File: src/rtl/jnps_pkg.sv
`default_nettype none

package jnps_pkg;

    localparam int DATA_W        = 32;
    localparam int GW_W          = 11;
    localparam int GH_W          = 16;
    localparam int ROW_W         = 17;
    localparam int CFG_IDX_W     = 3;
    localparam int CFG_DATA_W    = 32;
    localparam int PROD_W        = 64;
    localparam int TERM_SHIFT    = 14;
    localparam int ACC_W         = 54;
    localparam int FRAC_W        = 16;
    localparam int MAX_WIDTH_DEF = 1024;

    typedef logic signed [DATA_W-1:0] sample_t;

    localparam logic [GW_W-1:0] GRID_WIDTH_RST  = GW_W'(1024);
    localparam logic [GH_W-1:0] GRID_HEIGHT_RST = GH_W'(1024);
    localparam sample_t COEF_VERTICAL_RST       = DATA_W'(0);
    localparam sample_t COEF_HORIZONTAL_RST     = DATA_W'(0);
    localparam sample_t COEF_DIAGONAL_RST       = DATA_W'(53687091);

    localparam sample_t DATA_MAX = {1'b0, {(DATA_W-1){1'b1}}};
    localparam sample_t DATA_MIN = {1'b1, {(DATA_W-1){1'b0}}};

    typedef enum logic [CFG_IDX_W-1:0] {
        REG_GRID_WIDTH      = 3'd0,
        REG_GRID_HEIGHT     = 3'd1,
        REG_COEF_VERTICAL   = 3'd2,
        REG_COEF_HORIZONTAL = 3'd3,
        REG_COEF_DIAGONAL   = 3'd4
    } cfg_reg_t;

    typedef struct packed {
        logic signed [DATA_W-1:0] vert;
        logic signed [DATA_W-1:0] horz;
        logic signed [DATA_W-1:0] diag;
    } coef_t;

    typedef struct packed {
        logic emit;
        logic sweep_end;
        logic wrap;
    } flags_t;

    typedef struct packed {
        sample_t [8:0] tap;
        sample_t       source;
        flags_t        flags;
    } win_item_t;

    typedef struct packed {
        sample_t phi_new;
        sample_t centre;
        flags_t  flags;
    } res_item_t;

endpackage

`default_nettype wire

File: src/rtl/jnps_cfg.sv
`default_nettype none

module jnps_cfg #(
    parameter int MAX_WIDTH = jnps_pkg::MAX_WIDTH_DEF,
    parameter int COL_W     = $clog2(MAX_WIDTH + 2)
) (
    input  logic                             clk,
    input  logic                             rst_n,
    input  logic                             cfg_we,
    input  logic [jnps_pkg::CFG_IDX_W-1:0]   cfg_index,
    input  logic [jnps_pkg::CFG_DATA_W-1:0]  cfg_data,
    output logic [COL_W-1:0]                 last_col,
    output logic [jnps_pkg::ROW_W-1:0]       last_row,
    output jnps_pkg::coef_t                  coef
);
    import jnps_pkg::*;

    function automatic logic [COL_W-1:0] col_limit(input logic [GW_W-1:0] gw);
        logic [31:0] wide;
        wide = 32'(gw);
        if (wide == 32'd0)
        begin
            wide = 32'd1;
        end
        else if (wide > 32'(MAX_WIDTH))
        begin
            wide = 32'(MAX_WIDTH);
        end
        return COL_W'(wide + 32'd1);
    endfunction

    function automatic logic [ROW_W-1:0] row_limit(input logic [GH_W-1:0] gh);
        logic [ROW_W-1:0] wide;
        wide = ROW_W'(gh);
        if (wide == '0)
        begin
            wide = ROW_W'(1);
        end
        return wide + ROW_W'(1);
    endfunction

    logic [COL_W-1:0] last_col_reg;
    logic [ROW_W-1:0] last_row_reg;
    coef_t            coef_reg;

    always_ff @(posedge clk or negedge rst_n)
    begin
        if (!rst_n)
        begin
            last_col_reg  <= col_limit(GRID_WIDTH_RST);
            last_row_reg  <= row_limit(GRID_HEIGHT_RST);
            coef_reg.vert <= COEF_VERTICAL_RST;
            coef_reg.horz <= COEF_HORIZONTAL_RST;
            coef_reg.diag <= COEF_DIAGONAL_RST;
        end
        else if (cfg_we)
        begin
            case (cfg_index)
                REG_GRID_WIDTH:      last_col_reg  <= col_limit(cfg_data[GW_W-1:0]);
                REG_GRID_HEIGHT:     last_row_reg  <= row_limit(cfg_data[GH_W-1:0]);
                REG_COEF_VERTICAL:   coef_reg.vert <= $signed(cfg_data[DATA_W-1:0]);
                REG_COEF_HORIZONTAL: coef_reg.horz <= $signed(cfg_data[DATA_W-1:0]);
                REG_COEF_DIAGONAL:   coef_reg.diag <= $signed(cfg_data[DATA_W-1:0]);
                default:             ;
            endcase
        end
    end

    assign last_col = last_col_reg;
    assign last_row = last_row_reg;
    assign coef     = coef_reg;

endmodule

`default_nettype wire

File: config.mk
export PLATFORM = sky130hd
export DESIGN_NAME = jnps_cfg
export DESIGN_NICKNAME = d
export VERILOG_FILES = /design/src/rtl/jnps_pkg.sv /design/src/rtl/jnps_cfg.sv
export SDC_FILE = /design/constraint.sdc
export NUM_CORES = 1
export LEC_CHECK = 0
export ABC_AREA = 1
export BUFFER_PORTS_ARGS = -buffer_cell sky130_fd_sc_hd__clkbuf_2
export CORE_AREA = 2 2 124 126
export CTS_CLUSTER_DIAMETER = 40
export DETAILED_ROUTE_END_ITERATION = 7
export DIE_AREA = 0 0 126 128
export MAX_ROUTING_LAYER = met4
export SYNTH_ARGS = -nofsm -noshare
export SYNTH_HDL_FRONTEND = slang
export SYNTH_SLANG_ARGS = --single-unit
File: constraint.sdc
create_clock -name clk -period 0.95 [get_ports clk]
set_clock_uncertainty 0.15 [all_clocks]
set_input_delay 0.095 -clock clk [delete_from_list [all_inputs] [get_ports clk]]
set_output_delay 0.095 -clock clk [all_outputs]
set_load 0.1 [all_outputs]
======== Word level (Yosys, flattened, before mapping) ========
Cells that the tools add are included.
word-level totals
  register bits after elaboration ......... 124
  input port bits ......................... 38
  output and inout port bits .............. 124
  word-level logic and storage cells ...... 27
operators by class
  reduce and logical (&&, ||, !) cells .... 8
  $add $sub $neg .......................... 2
  $lt $le $gt $ge ......................... 1
  eq/ne operators ......................... 4
  multiplexer cells ....................... 7
operators by type and width
  cell                                                    number
  two-way mux 11 bit                                      4
  two-way mux 17 bit                                      2
  adder 17 x 1 -> 17 bit (second input constant)          1
  logical NOT 16 bit                                      1
  two-way mux 16 bit                                      1
  adder 11 x 1 -> 11 bit (second input constant)          1
  greater-than comparator 11 bit (second input constant)  1
  logical NOT 11 bit                                      1
  AND reduction 2 bit                                     5
  == test 3 x 2 -> 1 bit (second input constant)          2
  == test 3 x 1 -> 1 bit (second input constant)          1
  == test 3 bit (second input constant)                   1
  logical NOT 3 bit                                       1

======== Depth between registers and ports, before layout ========
  word-level depth ........................ 6
  depth in mapped cells ................... 16
  depth with buffers taken out ............ 15

======== Worst setup path before layout ========
OpenSTA, ideal clock, no wires.
  path kind ............................... in2reg
  start ................................... input port cfg_data[2] (netlist bit)
  end ..................................... register last_col_reg[8] (netlist: last_col[8])
  arrival time ............................ 1.663 ns
  data required time ...................... 0.680 ns
  stages .................................. 16
  setup time .............................. 0.120 ns
  slack ................................... -0.983 ns
  path buffers ............................ 1
  cell sequence ........................... buf_6 > nor2_1 > nand2_1 > o21bai_4 > inv_2 > nor2_1 > a21oi_1 > inv_1 > ha_1 > nand2_1 > nor2_1 > nand4_1 > inv_1 > nand3_1 > nand3_1 > nand2_1
between the ends
  word-level cells in the longest chain between the ends .. 6
  elaborated cells between the ends (all ways) .. 7
  classes of those cells .................. add/sub: 1; order compare: 1; mux: 4; reduce/logical: 1
RTL lines
  what                            RTL line        source
  start: declaration              jnps_cfg.sv:11  input logic [jnps_pkg::CFG_DATA_W-1:0] cfg_data,
  greater-than comparator 11 bit  jnps_cfg.sv:25  else if (wide > 32'(MAX_WIDTH))
  two-way mux 11 bit              jnps_cfg.sv:25
  two-way mux 11 bit (*)          jnps_cfg.sv:21  if (wide == 32'd0)
  two-way mux 11 bit (*)          jnps_cfg.sv:58  case (cfg_index)
  two-way mux 11 bit (*)          jnps_cfg.sv:56  else if (cfg_we)
  adder 11 x 1 -> 11 bit (*)      jnps_cfg.sv:29  return COL_W'(wide + 32'd1);
  end signal: assignment          jnps_cfg.sv:50  last_col_reg <= col_limit(GRID_WIDTH_RST);
  end signal: assignment          jnps_cfg.sv:59  REG_GRID_WIDTH: last_col_reg <= col_limit(cfg_data[GW_W-1:0]);
  end: declaration                jnps_cfg.sv:42  logic [COL_W-1:0] last_col_reg;
Every way passes the cells marked *; elsewhere a longest branch is shown, timed or not. The select of a mux whose other input is x is not followed.
A chain may end at the register's enable or synchronous reset.

======== Worst setup path after layout ========
  start ................................... input port cfg_data[9] (netlist bit)
  end ..................................... register last_col_reg[6] (netlist: last_col[6])
Same word-level chain as after synthesis.

==> impl_metrics.tcl <==
set metrics [dict create \
    postSynthNetCount 596 \
    seqCellArea_mm2 0.00354 \
    grt_busiest_layer "met2" \
    synth.avg_cell_area_um2 9.18 \
    hp-class "in2reg" \
    root_buffer "clkbuf_16" \
    r2r_slack_ns -0.12 \
    clkTransAtPathRegs_ns 0.05 \
    finalMaxSlewViolations 0 \
    synth_area_mm2 0.00510 \
    yosysSeqAreaShare 0.613 \
    cts_tree "built" \
    hold_viol 0 \
    grt_usage 0.223 \
    pre_cts_ws_ns -1.32 \
    r2r_end "last_row[15]" \
    fmax_ghz 0.565 \
    portBuffers 161 \
    htree_levels 4 \
    core_area_mm2 0.0149 \
    final_core_util 0.724 \
    clock_sinks 124 \
    layout_commonest_cell "buf_12" \
    synth_area_leaders "dfrtp_1 52%, nand2_1 11%, o21ai_0 11%" \
    wl_per_cell_um 18.3 \
    fin_crit_sh 1.86 \
    crit_arrival_ns 1.94 \
    n_fill_cell 959 \
    crit_type "in2reg" \
    diodes 0 \
    die_w_um 126 \
    holdPathEnd "last_row[14]" \
    largest_reg_flops 96 \
    ant_nets 0 \
    place_hpwl_mm 11.7 \
    num_io_pins 162 \
    use_met2 0.369 \
    drc 0 \
    grt_first_pass_wirelength_mm 27.4 \
    place_congestion 0.911 \
    cp-end-kind "register" \
    start_util 0.343 \
    antenna_found_initial 0 \
    ir_drop_mv 1.30 \
    totalWireLength_mm 19.1 \
    reg2reg_depth 3 \
    period_needed_ns 1.77 \
    r2r-start "last_row[15]" \
    ys_warn_count 0 \
    max_slew.worst_pin.slew_ns 0.318 \
    synth_largest_area_cell "dfrtp_1" \
    routed_via_density 5.03 \
    synth_top_area_share 0.520 \
    p_leak_nw 4.73 \
    hold_start "cfg_data[14]" \
    grt.met3_usage 0.0559 \
    grt_pass1_vias 5174 \
    via_count 5243 \
    die_h_um 128 \
    cts.path.max_buffers 2 \
    powerDensity_mw_per_mm2 2640 \
    synthCells 556 \
    cts_hold_buf 22 \
    crit_fanout 4 \
    outcome "finished, violations left" \
    use_met1 0.267 \
    grt_max_degree 62 \
    max-slew-margin-rel 0.788 \
    drive_above_1_share 0.630 \
    clkLatencyLatePin_ns 0.40 \
    violations "negative setup slack" \
    synth_seq_cells 124 \
    crit_required_ns 1.12 \
    row_count 45 \
    dr.first_iter.drc_count 358 \
    firstDrtPassIters 5 \
    multi_input_area_mm2 0.00220 \
    layout_common_cells "132 x buf_12, 117 x nand2_1, 87 x o21ai_1, 87 x dfrtp_4, 71 x buf_4" \
    rsz0062_at_grt "yes" \
    syn_to_final_growth_pct 111 \
    setup_slack_ns -0.819 \
    die-area_mm2 0.0161 \
    setup.worst_path.start_class "input port" \
    layout.nets 882 \
    finalSetupViolations 171 \
    ys_types 30 \
    maxCapViolCount 0 \
    hold_slack_ns 0.0137 \
    min_path_cells 4 \
    grt_overflow 0 \
    cts_made_buffers 17 \
]
==> power breakdown <==
part / leakage (nW) / total, mW / switching [mW] / internal [mW]
Combinational: 3.06 / 14.2 / 9.19 / 4.97
Clock: 0.271 / 6.07 / 2.29 / 3.78
Sequential: 1.40 / 8.16 / 1.19 / 6.97
==> repair_timing <==
item                                   in CTS  in global routing
pin swaps                                  22                 40
endpoints found under the hold margin     184                  1
cloned                                      0                  2
setup endpoints to repair                 162                183
setup buffers                              16                 31
resized for setup                          52                120
==> worst max-delay path, cell delays in order <==
cell,delay (ns)
buf_8,0.10
nor2_4,0.10
nand2_2,0.08
buf_6,0.12
o21bai_4,0.14
inv_2,0.07
nor2_1,0.23
ha_4,0.20
nand2_4,0.06
nor2_4,0.10
nand4_1,0.22
inv_2,0.14
buf_6,0.10
nand2_2,0.04
a31oi_1,0.14
==> cells in the mapped netlist <==
master,number
nand2_1,154
o21ai_0,110
dfrtp_1,106
inv_1,48
nor2_1,26
clkbuf_1,22
nand3_1,19
dfstp_2,18
xor2_1,7
a21oi_1,6
a31oi_1,4
nand4_1,4
nor2_2,4
nor3_1,4
nand3_2,3
buf_2,2
buf_6,2
ha_1,2
o21ai_1,2
o22ai_1,2
o31ai_1,2
clkinv_1,1
inv_2,1
nand4_2,1
nor2_4,1
nor4_1,1
o21ai_2,1
o21bai_1,1
o21bai_4,1
xnor2_1,1
==> how the worst max path moves through the flow <==
| stage | from | endpoint | slack, ns |
|---|---|---|---|
| global route | cfg_data[3] | last_col[8] | -0.94 |
| detailed placement | cfg_data[12] | last_row[14] | -1.32 |
| floorplan | cfg_data[5] | last_col[8] | -0.94 |
| finish | cfg_data[9] | last_col[6] | -0.82 |
| CTS | cfg_data[8] | last_col[8] | -0.68 |
| global placement | cfg_data[12] | last_row[14] | -1.17 |
==> kinds of logic (layout without fill, tap and decap cells) <==
logic type	Yosys count	count (layout)	share of synthesized area
AO/OA/AOI/OAI	129	129	0.133
XOR/XNOR	8	8	0.0137
adder cells (fa/ha/maj)	2	2	0.00490
buffers and inverters	76	375	0.0593
flip-flops	124	124	0.613
AND/OR/NAND/NOR	217	217	0.177
==> through the flow <==
step / std cells / instance area [µm²] / power (mW) / TNS (ns)
2_1_floorplan: 556 / 5660 / 16.0 / -22.99
3_3_place_gp: 949 / 9030 / 21.4 / -43.66
3_5_place_dp: 949 / 9030 / 21.6 / -49.47
4_1_cts: 1014 / 10100 / 28.0 / -56.31
5_1_grt: 1043 / 10800 / 29.2 / -64.01
6_report: 1043 / 10800 / 28.4 / -57.92
==> layer usage <==
| metal | up-vias | wire length (µm) |
|---|---|---|
| li1 | 2388 | - |
| met1 | 2521 | 7240 |
| met2 | 271 | 9830 |
| met3 | 63 | 1300 |
| met4 | 0 | 710 |
| met5 | - | 0 |
==> cell type report <==
class	instances	share of cell area
multi-input combinational	356	0.204
tap	188	0.0219
inverter	50	0.0181
clock buffer	21	0.0437
sequential	124	0.329
timing repair buffer	293	0.374
clock inverter	11	0.00872
Power figures use the tool's default switching activity.
