[config.mk]
export PLATFORM = sky130hd
export DESIGN_NAME = jnps_track_flat
export DESIGN_NICKNAME = d
export VERILOG_FILES = /design/src/rtl/jnps_pkg.sv /design/src/rtl/jnps_out_if.sv /design/src/rtl/jnps_track.sv /design/src/flat_wrapper.sv
export SDC_FILE = /design/constraint.sdc
export NUM_CORES = 1
export LEC_CHECK = 0
export ABC_AREA = 1
export BUFFER_PORTS_ARGS = -buffer_cell sky130_fd_sc_hd__clkbuf_2
export CAP_MARGIN = 20
export CORE_UTILIZATION = 59
export DETAILED_ROUTE_END_ITERATION = 10
export PLACE_DENSITY = 0.78
export SKIP_CTS_REPAIR_TIMING = 1
export SLEW_MARGIN = 40
export SYNTH_ARGS = -nofsm -noshare
export SYNTH_HDL_FRONTEND = slang
export SYNTH_SLANG_ARGS = --single-unit
[constraint.sdc]
create_clock -name clk -period 3.5 [get_ports clk]
set_clock_uncertainty 0.1 [all_clocks]
set_input_delay 0.7 -clock clk [delete_from_list [all_inputs] [get_ports clk]]
set_output_delay 0.7 -clock clk [all_outputs]
set_load 0.005 [all_outputs]
[src/rtl/jnps_pkg.sv]
`default_nettype none

package jnps_pkg;

    localparam int DATA_W        = 32;
    localparam int GW_W          = 11;
    localparam int GH_W          = 16;
    localparam int ROW_W         = 17;
    localparam int CFG_IDX_W     = 3;
    localparam int CFG_DATA_W    = 32;
    localparam int PROD_W        = 64;
    localparam int TERM_SHIFT    = 14;
    localparam int ACC_W         = 54;
    localparam int FRAC_W        = 16;
    localparam int MAX_WIDTH_DEF = 1024;

    typedef logic signed [DATA_W-1:0] sample_t;

    localparam logic [GW_W-1:0] GRID_WIDTH_RST  = GW_W'(1024);
    localparam logic [GH_W-1:0] GRID_HEIGHT_RST = GH_W'(1024);
    localparam sample_t COEF_VERTICAL_RST       = DATA_W'(0);
    localparam sample_t COEF_HORIZONTAL_RST     = DATA_W'(0);
    localparam sample_t COEF_DIAGONAL_RST       = DATA_W'(53687091);

    localparam sample_t DATA_MAX = {1'b0, {(DATA_W-1){1'b1}}};
    localparam sample_t DATA_MIN = {1'b1, {(DATA_W-1){1'b0}}};

    typedef enum logic [CFG_IDX_W-1:0] {
        REG_GRID_WIDTH      = 3'd0,
        REG_GRID_HEIGHT     = 3'd1,
        REG_COEF_VERTICAL   = 3'd2,
        REG_COEF_HORIZONTAL = 3'd3,
        REG_COEF_DIAGONAL   = 3'd4
    } cfg_reg_t;

    typedef struct packed {
        logic signed [DATA_W-1:0] vert;
        logic signed [DATA_W-1:0] horz;
        logic signed [DATA_W-1:0] diag;
    } coef_t;

    typedef struct packed {
        logic emit;
        logic sweep_end;
        logic wrap;
    } flags_t;

    typedef struct packed {
        sample_t [8:0] tap;
        sample_t       source;
        flags_t        flags;
    } win_item_t;

    typedef struct packed {
        sample_t phi_new;
        sample_t centre;
        flags_t  flags;
    } res_item_t;

endpackage

`default_nettype wire

[src/rtl/jnps_out_if.sv]
`default_nettype none

interface jnps_out_if;
    import jnps_pkg::*;

    logic              valid;
    logic              ready;
    sample_t           phi_new;
    logic [DATA_W-1:0] max_change;
    logic              sweep_end;

    modport source (output valid, output phi_new, output max_change, output sweep_end,
                    input ready);
    modport sink (input valid, input phi_new, input max_change, input sweep_end,
                  output ready);
endinterface

`default_nettype wire

[src/rtl/jnps_track.sv]
`default_nettype none

module jnps_track (
    input  logic                clk,
    input  logic                rst_n,
    input  jnps_pkg::res_item_t res,
    input  logic                res_valid,
    output logic                res_ready,
    jnps_out_if.source          stream_out
);
    import jnps_pkg::*;

    logic                    m_load;
    logic                    o_load;
    logic signed [DATA_W:0]  diff;
    logic        [DATA_W:0]  diff_abs;
    logic        [DATA_W-1:0] max_next;

    logic                    m_valid_reg;
    logic        [DATA_W-1:0] m_mag_reg;
    sample_t                 m_phi_reg;
    flags_t                  m_flags_reg;

    logic                    o_valid_reg;
    sample_t                 o_phi_reg;
    logic        [DATA_W-1:0] o_max_reg;
    logic                    o_end_reg;
    logic        [DATA_W-1:0] largest_reg;

    assign o_load    = !o_valid_reg || stream_out.ready;
    assign m_load    = !m_valid_reg || o_load;
    assign res_ready = m_load;

    always_comb
    begin
        diff     = $signed({res.centre[DATA_W-1], res.centre}) -
                   $signed({res.phi_new[DATA_W-1], res.phi_new});
        diff_abs = diff[DATA_W] ? (DATA_W+1)'(0) - diff : diff;
        max_next = largest_reg;
        if (m_flags_reg.emit && (m_mag_reg > largest_reg))
        begin
            max_next = m_mag_reg;
        end
    end

    always_ff @(posedge clk or negedge rst_n)
    begin
        if (!rst_n)
        begin
            m_valid_reg <= 1'b0;
            o_valid_reg <= 1'b0;
            largest_reg <= '0;
        end
        else
        begin
            if (m_load)
            begin
                m_valid_reg <= res_valid;
            end
            if (o_load)
            begin
                o_valid_reg <= m_valid_reg && m_flags_reg.emit;
                if (m_valid_reg)
                begin
                    largest_reg <= m_flags_reg.wrap ? '0 : max_next;
                end
            end
        end
    end

    always_ff @(posedge clk)
    begin
        if (m_load)
        begin
            m_mag_reg   <= diff_abs[DATA_W-1:0];
            m_phi_reg   <= res.phi_new;
            m_flags_reg <= res.flags;
        end
        if (o_load)
        begin
            o_phi_reg <= m_phi_reg;
            o_max_reg <= m_flags_reg.sweep_end ? max_next : '0;
            o_end_reg <= m_flags_reg.sweep_end;
        end
    end

    assign stream_out.valid      = o_valid_reg;
    assign stream_out.phi_new    = o_phi_reg;
    assign stream_out.max_change = o_max_reg;
    assign stream_out.sweep_end  = o_end_reg;

    a_wrap_clears_max: assert property (@(posedge clk) disable iff (!rst_n)
        (o_load && m_valid_reg && m_flags_reg.wrap) |=> (largest_reg == '0))
        else $error("running maximum not cleared at sweep wrap");

endmodule

`default_nettype wire

[src/flat_wrapper.sv]
// flat-port wrapper written by rule: the top's interface ports become plain ports
module jnps_track_flat import jnps_pkg::*;
  (clk, rst_n, res, res_valid, res_ready, stream_out_valid, stream_out_phi_new, stream_out_max_change, stream_out_sweep_end, stream_out_ready);
  jnps_out_if stream_out_i ();
  input  logic clk;
  input  logic rst_n;
  input  jnps_pkg::res_item_t res;
  input  logic res_valid;
  output logic res_ready;
  output wire logic [$bits(stream_out_i.valid)-1:0] stream_out_valid;
  output wire logic [$bits(stream_out_i.phi_new)-1:0] stream_out_phi_new;
  output wire logic [$bits(stream_out_i.max_change)-1:0] stream_out_max_change;
  output wire logic [$bits(stream_out_i.sweep_end)-1:0] stream_out_sweep_end;
  input wire logic [$bits(stream_out_i.ready)-1:0] stream_out_ready;
  assign stream_out_valid = stream_out_i.valid;
  assign stream_out_phi_new = stream_out_i.phi_new;
  assign stream_out_max_change = stream_out_i.max_change;
  assign stream_out_sweep_end = stream_out_i.sweep_end;
  assign stream_out_i.ready = stream_out_ready;
  jnps_track u_core (.clk(clk), .rst_n(rst_n), .res(res), .res_valid(res_valid), .res_ready(res_ready), .stream_out(stream_out_i));
endmodule
Yosys cells after proc, flatten, opt, wreduce, memory -nomap -nowiden
Index checks and enable logic that the tools add are counted.
{"block": "word_totals", "reg_bits": 166, "latchBits": 0, "mem_bits_rw": 0, "mem_bits_ro": 0, "output_inout_bits": 67, "word_cells": 24, "mem_count": 0}
{"block": "op_classes", "n_addsub": 2, "multipliers": 0, "n_div": 0, "order_cmp": 1, "n_eq_ne": 0, "shifts": 0, "muxes": 3, "bitwise_logic": 0, "reduce_logical": 7}
{"operator": "$mux 32", "count": 3}
{"operator": "$sub 32x32->33", "count": 1}
{"operator": "$gt 32x32->1", "count": 1}
{"operator": "$sub 1x32->32 const A", "count": 1}
{"operator": "$logic_and 1x1->1", "count": 2}
{"operator": "$logic_not 1->1", "count": 2}
{"operator": "$logic_or 1x1->1", "count": 2}
{"operator": "$reduce_and 2->1", "count": 1}

Logic depth before layout (Yosys ltp)
Gate-level depths: netlist of run 1.
{"block": "depth", "ltp_word": 4, "depth_mapped": 22, "mapped_depth_nobuf": 22}

Worst setup path before layout of run 1
OpenSTA, ideal clock, no wires.
{"block": "synth_timing", "path_type": "input -> register", "from": "input port res[3] in the netlist's numbering", "to": "register u_core.m_mag_reg[23], data pin", "setup_ps": 254, "arrival_time_ps": 2762, "required_time_ps": 3146, "slack_ps": 385, "path_stages": 17, "path_cell_list": "inv_1 -> ha_1 -> inv_1 -> fa_1 -> nand3_1 -> nand3_1 -> xnor2_1 -> nand3_1 -> nor2_1 -> nand2_1 -> nor2_2 -> nand2_2 -> nor2_4 -> nand2_1 -> nand2_1 -> xor2_1 -> inv_1"}
{"block": "synth_between", "elab_chain_cells": 3}
{"item": "from (decl)", "line_no": "flat_wrapper.sv:7", "source": "input jnps_pkg::res_item_t res;"}
{"item": "$sub 32x32->33 *", "line_no": "jnps_track.sv:36", "source": "diff = $signed({res.centre[DATA_W-1], res.centre}) -"}
{"item": "$sub 1x32->32", "line_no": "jnps_track.sv:38", "source": "diff_abs = diff[DATA_W] ? (DATA_W+1)'(0) - diff : diff;"}
{"item": "$mux 32 *", "line_no": "jnps_track.sv:38"}
{"item": "via u_core.diff_abs[23]", "line_no": "jnps_track.sv:16", "source": "logic [DATA_W:0] diff_abs;"}
{"item": "to (signal assigned)", "line_no": "jnps_track.sv:75", "source": "m_mag_reg <= diff_abs[DATA_W-1:0];"}
{"item": "to (decl)", "line_no": "jnps_track.sv:20", "source": "logic [DATA_W-1:0] m_mag_reg;"}
Mark *: on every way through the listed nets, which the timed path passes. The rest lies on a longest branch.
A chain may end at the register's enable or synchronous reset.

Worst setup path in the final report of run 1
{"block": "layout_timing", "from": "input port res[3] in the netlist's numbering", "to": "register u_core.m_mag_reg[28], data pin"}
Same word-level chain as after synthesis.

==> results.md, run 1 <==
Logic synthesis:
- The count of state elements after synthesis is 166.
- The multiplexer share of the synthesized area is 0%.
- The per-instance average area after synthesis is around 8.0 sq um.
- The number of distinct library cells after synthesis is 41.
- The number of nets produced by synthesis is 1,428.
- Summing the areas of all compound-gate instances in the mapped netlist gives roughly 3.8% of the synthesized area.
- The sequential share of the synthesized area is 46.37%.
- By area the synthesized netlist is led by sky130_fd_sc_hd__edfxtp_1 38%, sky130_fd_sc_hd__nand2_1 15%, sky130_fd_sc_hd__inv_1 8.9%.
- In the synthesized netlist, the cells that appear most often are 405 x sky130_fd_sc_hd__nand2_1, 245 x sky130_fd_sc_hd__inv_1, 132 x sky130_fd_sc_hd__edfxtp_1.
- The most common cell in the synthesized netlist is sky130_fd_sc_hd__nand2_1.
- The mapped netlist covers ~10,000 sq um.
- The xor and xnor fraction of the mapped netlist area is under 10%.
- The most used flip-flop cell after synthesis is sky130_fd_sc_hd__edfxtp_1.
- The instance count of the mapped netlist is 1,291.
- The most area-hungry cell type in the Yosys netlist is sky130_fd_sc_hd__edfxtp_1.
- For this run, asynchronously set or reset flops after synthesis account for between 20% and 30%.
- The adder-cell share of the synthesized area is under 10%.
- Yosys mapped a number of flops with a built-in enable equal to ~130.
- During synthesis, Yosys emitted a total of 0 warnings.
- The dominant combinational cell family by area after synthesis is simple AND/OR/NAND/NOR gates.
- The fraction of post-synthesis cell area in the top cell type by area is about two fifths.
- The area fraction in and, or, nand and nor cells after synthesis is ~29%.

Pwr:
- The share of total power dissipated in sequential elements is 39.1%.
- The worst vdd rail ir drop is 0.3973 mV.
- The relative contribution of the clock network to total power is 24.7%.
- The design draws roughly 7.5 mW.
- In this run the power spent charging and discharging nets is roughly 2.7 mW.
- Net switching is a little over a third of the power.
- Cell internal power was estimated by the tool at 4.830 mW.
- The relative contribution of combinational cells to total power is between 30% and 40%.
- For this design the static power due to leakage is around 6.3 nW.
- Power spread over the standard cell area amounts to 622.7 nW/um^2.

Flow run:
- The count of max-cap constraint violations is 0.

Detailed routing:
- Before antenna repair, the detailed router went through 7 iterations.
- For this block, the initial DRC count from the detailed router was around 520.
- The via-per-instance ratio is 5.026.
- Detailed routing inserted a total of 8,448 vias.
- The wire length per cell is around 13 um.
- The aggregate routed wire length is about 22,000 um.
- After detailed routing, the number of remaining DRC violations is 0.
- The detail route stage leaves a number of antenna-violating nets equal to 0.

Clock network:
- The count of clock tree sinks is between 150 and 200.
- The clock transition at the registers of the reported paths is around 0.07 ns.
- The clock buffer count from CTS is 17.
- CTS built an H-tree with a depth of 4.
- The clock latency on the worst-skew pair is ~0.44 ns.
- Counting along the longest clock path gives a buffer depth of 2.
- The master cell of the clock root buffer is sky130_fd_sc_hd__clkbuf_16.
- The TritonCTS clock tree is built.

Die:
- From left edge to right edge, the die measures between 100 and 150 um.
- The area of the core region is 17,240 sq um.
- The floorplan step defined a die boundary enclosing approximately 18,000 sq um.
- The number of rows in the core area is 48.
- The starting utilization of the core area is about three fifths.
- The boundary pin count is 138.
- Measured along the y axis, the die boundary spans 134.7 um.

Critical path:
- The family of cells with the greatest summed delay on the critical path is simple AND/OR/NAND/NOR gates.
- The sort of element at the end of the critical path is a flip-flop.
- For this design, the slowest cell found on the critical path is sky130_fd_sc_hd__fa_1.
- Along the worst path, the maximum fanout reaches 3.
- The data required time of the worst path is ~3.6 ns.
- The signal on the critical path passes through clkbuf_2 > inv_1 > ha_1 > inv_1 > fa_1 > inv_1 > ha_1 > inv_1 > nor2_1 > nand3_1 > nor2_1 > nand3_1 > nor2_1 > nand3_2 > nor2_2 > nand2_1 > nand2_1 > nand2_1 > nand2_1 > nand2_1.
- The worst register-to-register path ends at u_core.stream_out.max_change[16].
- The worst stage delay on the critical path is ~0.45 ns.
- The startpoint identified for the worst register-to-register timing path is u_core.m_mag_reg[31].
- By instance count, the cell type seen most on the critical path is sky130_fd_sc_hd__nand2_1.
- STA classifies the critical path startpoint as an input port.
- Counting both buffers and inverters, the worst setup path holds a total of 5.
- The worst-case register-to-register setup slack is between 0.5 and 0.6 ns.
- The number of cells on the worst reg-to-reg path is 13.
- The type of the worst setup path is input port to flip-flop.
- The arrival time reported for the critical path endpoint is ~3.2 ns.

Timing:
- The slew at the pin closest to its max-slew limit is 0.5236 ns.
- Dividing the final minimum period by the clock period gives around 90%.
- Timing would allow up to 323.8 MHz.
- The final critical delay including setup and external delays is ~3.1 ns.
- The final number of setup-violating endpoints is 0.
- The final hold violation count was 0.
- Setup repair after global routing left no endpoint under its margin.
- The total count of max-transition violations in the final report was 0.
- The smallest setup slack after layout is 0.4119 ns.
- Measured against its own limit, the worst slew margin works out to approximately two thirds.
- The setup TNS is 0 ns.

Place:
- Prior to clock tree synthesis, the placed netlist has a worst setup slack of -0.006182 ns.
- Routability-driven placement finished with a final weighted congestion of between 0.9 and 1.
- The count of input and output buffers is roughly 140.
- The estimated wirelength of the detail-placed design is about 17,000 um.

Run status:
- The flow ran to the end, and the final reports show no timing, DRC or antenna violations.

GRT:
- The first global-routing pass estimated ~37,000 um of wire.
- Summed over all layers, the global routing overflow is 0.
- The via count of the first global-routing pass is 7,875.
- The overall fraction of global-route tracks in use is between 20% and 30%.
- The initial antenna violation count is 0.
- The pin count of the biggest net entering global routing is 69.

Finish:
- Of the cells placed in the final design, the portion with a size suffix greater than 1 is 15.11%.
- The number of diodes added for antenna fixing is 0.
- After the last flow step, the layout net total stands at about 1,600.
- Relative to the synthesized area, the layout overhead comes to 15.80%.
- The post-route core utilization is between 60% and 70%.

Worst hold path:
- In this run the worst hold path is classified as input port to asynchronous set/reset pin.
[power groups by stage]
stage / Combinational, mW / Clock, mW / Sequential (mW)
4_1_cts: 2.71 / 1.88 / 2.93
3_3_place_gp: 2.60 / 0 / 2.94
5_1_grt: 3.11 / 1.94 / 2.97
6_report: 2.71 / 1.85 / 2.93
3_5_place_dp: 2.68 / 0 / 2.97
2_1_floorplan: 1.90 / 0 / 2.93
[placed cells by master, fill, tap and decap left out, drive strengths merged, types with 9 or more instances in the layout]
master / Yosys / layout
o21ai: 40 / 40
buf: 5 / 17
xor2: 20 / 20
nand4: 13 / 13
nand3: 86 / 86
clkbuf: 16 / 160
nand2: 415 / 415
nand3b: 41 / 41
dfrtp: 34 / 34
edfxtp: 132 / 132
a21oi: 27 / 27
inv: 247 / 250
nor2: 112 / 112
xnor2: 13 / 13
nor3: 9 / 9
ha: 65 / 65
[layer usage]
layer	vias up	wire length, um	GRT usage (%)
met2	229	10850	44.10
met3	34	948	4.054
met4	0	461	9.675
met5	-	0	0
met1	3781	10010	32.75
li1	4404	-	-
[kinds of logic after synthesis]
group / count (synthesis)
AO/OA/AOI/OAI: 75
adder cells (fa/ha/maj): 66
flip-flops: 166
buffers and inverters: 268
AND/OR/NAND/NOR: 683
XOR/XNOR: 33
[per-stage QoR]
stage | cells | area, sq um | hold WS (ns)
global placement | 1649 | 11440 | 0.3006
detailed placement | 1649 | 11440 | 0.3045
CTS | 1681 | 12020 | 0.1616
finish | 1681 | 12020 | 0.1495
global route | 1681 | 12020 | 0.1880
floorplan | 1291 | 10380 | 0.3003
[final cells by class]
type,count,area [sq um]
multi-input cells,857,4556
fillers,1366,5214
clock inverters,9,90.09
repair buffers,154,865.8
clock buffers,23,488.0
inverters,247,927.1
well taps,225,281.5
flip-flops and latches,166,4815
[how the worst max path moves through the flow]
stage          startpoint                    to  slack (ns)  depth (start not counted)
2_1_floorplan      res[3]  u_core.m_mag_reg[23]        0.38                         17
3_3_place_gp       res[3]  u_core.m_mag_reg[28]        0.09                         20
3_5_place_dp       res[3]  u_core.m_mag_reg[28]      -0.006                         20
4_1_cts            res[3]  u_core.m_mag_reg[28]        0.43                         20
5_1_grt            res[3]  u_core.m_mag_reg[28]        0.18                         20
6_report           res[3]  u_core.m_mag_reg[28]        0.41                         20
Note: power is estimated with default switching activity, not from simulation.
==> run 2, diff against run 1 <==
==> constraint.sdc (replaced) <==
create_clock -name clk -period 2.9 [get_ports clk]
set_clock_uncertainty 0.1 [all_clocks]
set_input_delay 0.58 -clock clk [delete_from_list [all_inputs] [get_ports clk]]
set_output_delay 0.58 -clock clk [all_outputs]
set_load 0.005 [all_outputs]
==> run 2 against run 1 <==
Compared with the run above:
- total power increased by 28%
- critical path depth decreased by 2
- setup slack got worse by 0.28 ns
- core utilization increased by 6.2 points
- highest routed layer unchanged
==> results.md, run 2 (synthesis gave the netlist of run 1 again) <==
Timing:
- The final number of setup-violating endpoints is 0 (unchanged).
- For this run, the top clock speed supported by timing is around 360 MHz.
- The smallest setup slack after layout is 0.1298 ns (was 0.4119 ns).
- The post-route clock period utilization is about 96%.
- The setup TNS was 0 ns (unchanged).
- The relative max-transition margin is 55.04% (was 65.04%).
- After layout, the minimum clock period comes to roughly 2.8 ns.
- RSZ-0062 raised after global routing: yes (was no).
- The total count of max-transition violations in the final report is 0 (unchanged).
- The final hold violation count was 0 (unchanged).
- The slew at the pin closest to its max-slew limit is 0.6734 ns (was 0.5236 ns).

Critical path:
- The family of cells with the greatest summed delay on the critical path is simple AND/OR/NAND/NOR gates (unchanged).
- The sort of element at the end of the critical path is a flip-flop (unchanged).
- The worst stage delay on the critical path is 0.44 ns (was 0.45 ns).
- The worst-case register-to-register setup slack was 0.29 ns (was 0.55 ns).
- The cell with the biggest individual delay on the critical path is sky130_fd_sc_hd__fa_2 (was sky130_fd_sc_hd__fa_1).
- The largest fanout on the critical path is 6 (was 3).
- The type of the worst setup path is input port to flip-flop (unchanged).
- The most prevalent standard cell on the critical path is sky130_fd_sc_hd__nand2_1 (unchanged).
- The end of the worst register-to-register path is u_core.stream_out.max_change[31] (was u_core.stream_out.max_change[16]).
- The source of the worst register-to-register timing path is u_core.m_mag_reg[31] (unchanged).
- The critical path startpoint category is an input port (unchanged).
- The number of cells on the worst reg-to-reg path is 12 (was 13).
- Critical Path, Cell by Cell: clkbuf_2 > inv_6 > ha_4 > inv_4 > fa_2 > buf_4 > nor3_4 > nand3_1 > nor2_2 > nand2_2 > nor2_4 > nand2_4 > nor2_4 > nand3b_1 > nand2_1 > nand2_1 > nand2_1 > inv_1 (was clkbuf_2 > inv_1 > ha_1 > inv_1 > fa_1 > inv_1 > ha_1 > inv_1 > nor2_1 > nand3_1 > nor2_1 > nand3_1 > nor2_1 > nand3_2 > nor2_2 > nand2_1 > nand2_1 > nand2_1 > nand2_1 > nand2_1).
- The data required time of the worst path is 2.99 ns (was 3.59 ns).
- The arrival time reported for the critical path endpoint is 2.86 ns (was 3.18 ns).
- The number of buffers and inverters on the critical path is 5 (unchanged).

Clock network:
- The count of clock tree sinks is 166 (unchanged).
- The H-tree depth reported by CTS is 4 (unchanged).
- The clock latency on the worst-skew pair is 0.43 ns (was 0.44 ns).
- The master cell of the clock root buffer is sky130_fd_sc_hd__clkbuf_16 (unchanged).
- The TritonCTS clock tree is built (unchanged).
- The clock buffer count from CTS was 17 (unchanged).
- The clock transition at the registers of the reported paths was 0.07 ns (about the same).
- The maximum buffer depth of the clock tree is 2 (unchanged).

Die:
- The width of the chip is 134.7 um (unchanged).
- The boundary pin count is 138 (unchanged).
- The area of the die was 18,130 sq um (unchanged).
- The number of rows in the core area is 48 (unchanged).
- The starting utilization of the core area is 60.24% (unchanged).
- The area of the core region came to 17,240 sq um (unchanged).
- The y dimension of the die is 134.7 um (unchanged).

GRT:
- The overall fraction of global-route tracks in use is 27.23% (was 25.71%).
- The global-route track usage on met2 was 48.05% (was 44.10%).
- The most used routing layer in global routing is met2 (unchanged).
- The total overflow reported by the global router is 0 (unchanged).
- The global routing usage on met3 was 4.129% (was 4.054%).
- The pin count of the biggest net entering global routing is 42 (was 69).
- The initial antenna violation count is 0 (unchanged).
- The via count of the first global-routing pass is 8,528 (was 7,875).
- The global-route track usage on met1 is 33.91% (was 32.75%).
- The wire length of the first global-routing pass is 39,000 um (was 36,510 um).

Detailed routing:
- The residual antenna-violating net count after detailed routing was 0 (unchanged).
- The wire length per cell is 13.19 um (was 13.25 um).
- The iteration count of the initial detailed-routing pass is 5 (was 7).
- The total via count in the routed design is 9,016 (was 8,448).
- The via-per-instance ratio is 5.034 (was 5.026).
- The number of DRC markers in iteration 0 is 536 (was 517).
- The number of remaining DRC errors is 0 (unchanged).
- The aggregate routed wire length was 23,630 um (was 22,280 um).

Pwr:
- The register share of total power came to 36.9% (was 39.1%).
- The relative contribution of the clock network to total power is 24.7% (about the same).
- The relative contribution of combinational cells to total power is 38.3% (was 36.2%).
- The worst vdd rail ir drop is 0.4821 mV (was 0.3973 mV).
- The switching part of the total power is 35.18% (was 35.49%).
- The switching power of the nets came to 3.371 mW (was 2.657 mW).
- The internal power contribution is 6.209 mW (was 4.830 mW).
- The power density of the placed cells was 731.8 nW/um^2 (was 622.7 nW/um^2).
- The total leakage power came to 6.878 nW (was 6.299 nW).

Place:
- The placement-stage worst setup slack came to -0.3650 ns (was -0.006182 ns).
- The final RePlAce weighted congestion came to 0.9232 (was 0.9070).
- The estimated wirelength of the detail-placed design is 18,120 um (was 16,920 um).
- The count of input and output buffers is 137 (unchanged).

Finish:
- The count of filler cells inserted in the layout is 1,253 (was 1,366).
- The most common cell after layout, fill and taps aside was sky130_fd_sc_hd__nand2_1 (unchanged).
- Most frequent cells in the layout: 399 x sky130_fd_sc_hd__nand2_1, 239 x sky130_fd_sc_hd__inv_1, 136 x sky130_fd_sc_hd__clkbuf_2 (was 404 x sky130_fd_sc_hd__nand2_1, 243 x sky130_fd_sc_hd__inv_1, 136 x sky130_fd_sc_hd__clkbuf_2).
- The final net count is 1,690 (was 1,580).
- The layout cell share with drive strength beyond 1 is 23.44% (was 15.11%).
- The number of diodes added for antenna fixing was 0 (unchanged).
- The layout-stage area growth over the synthesis result is 26.08% (was 15.80%).
- The post-route core utilization is 75.94% (was 69.75%).

Flow run:
- The count of max-cap constraint violations is 0 (unchanged).

Worst hold path:
- The type of the tightest min-delay check is input port to asynchronous set/reset pin (unchanged).

Run status:
- Result of the run: completed (unchanged).
==> run 2: cell count changes in the layout (fill, tap and decap cells not counted), sizes merged <==
cell and delta:
buf +110, clkinvlp +2, clkinv -2, bufinv +2, inv +1, clkbuf -3
==> run 2: final cells by class <==
type | count | area (sq um) | area share, %
timing repair buffer | 264 | 1679 | 12.83
inverter | 247 | 934.6 | 7.140
clock buffer | 20 | 446.7 | 3.412
tap | 225 | 281.5 | 2.151
multi-input combinational | 857 | 4767 | 36.42
clock inverter | 12 | 166.4 | 1.271
sequential | 166 | 4815 | 36.78
==> run 2: stage by stage <==
step	area (sq um)	cells	power (mW)	hold WS, ns
floorplan	10440	1291	5.845	0.1844
global placement	12310	1758	6.974	0.3004
detailed placement	12310	1758	7.136	0.3054
CTS	12920	1790	9.540	0.04501
global route	13090	1791	10.23	0.07647
finish	13090	1791	9.580	0.03528
==> run 2: power groups by stage <==
stage,clock [mW],sequential (mW),combinational (mW)
finish,2.37,3.54,3.67
global placement,0,3.55,3.42
detailed placement,0,3.58,3.56
CTS,2.40,3.54,3.60
global route,2.48,3.59,4.15
floorplan,0,3.54,2.30
==> run 2: worst max path at each step <==
stage	from	endpoint	slack, ns	cells past startpoint
2_1_floorplan	res[3]	u_core.m_mag_reg[28]	0.002	18
3_3_place_gp	res[3]	u_core.m_mag_reg[28]	-0.29	19
3_5_place_dp	res[3]	u_core.m_mag_reg[27]	-0.37	20
4_1_cts	res[3]	u_core.m_mag_reg[24]	0.07	20
5_1_grt	res[3]	u_core.m_mag_reg[27]	-0.04	18
6_report	res[3]	u_core.m_mag_reg[27]	0.13	18
==> run 2: metal layers <==
layer / vias up / wire length [um]
li1: 4625 / -
met2: 264 / 11730
met4: 0 / 482
met5: - / 0
met3: 41 / 967
met1: 4086 / 10450
==> run 2: worst register-to-register path: stages, from the launching register on <==
cell and delay, ns:
sky130_fd_sc_hd__edfxtp_1 0.39, sky130_fd_sc_hd__ha_1 0.32, sky130_fd_sc_hd__nand2_1 0.08, sky130_fd_sc_hd__nor2_1 0.14, sky130_fd_sc_hd__nand4_1 0.17, sky130_fd_sc_hd__nor4_1 0.22, sky130_fd_sc_hd__buf_4 0.17, sky130_fd_sc_hd__nand2_1 0.06
sky130_fd_sc_hd__nand2_1 0.11, sky130_fd_sc_hd__buf_4 0.28, sky130_fd_sc_hd__nand3b_1 0.17, sky130_fd_sc_hd__nand2_1 0.11, sky130_fd_sc_hd__nor2_1 0.04
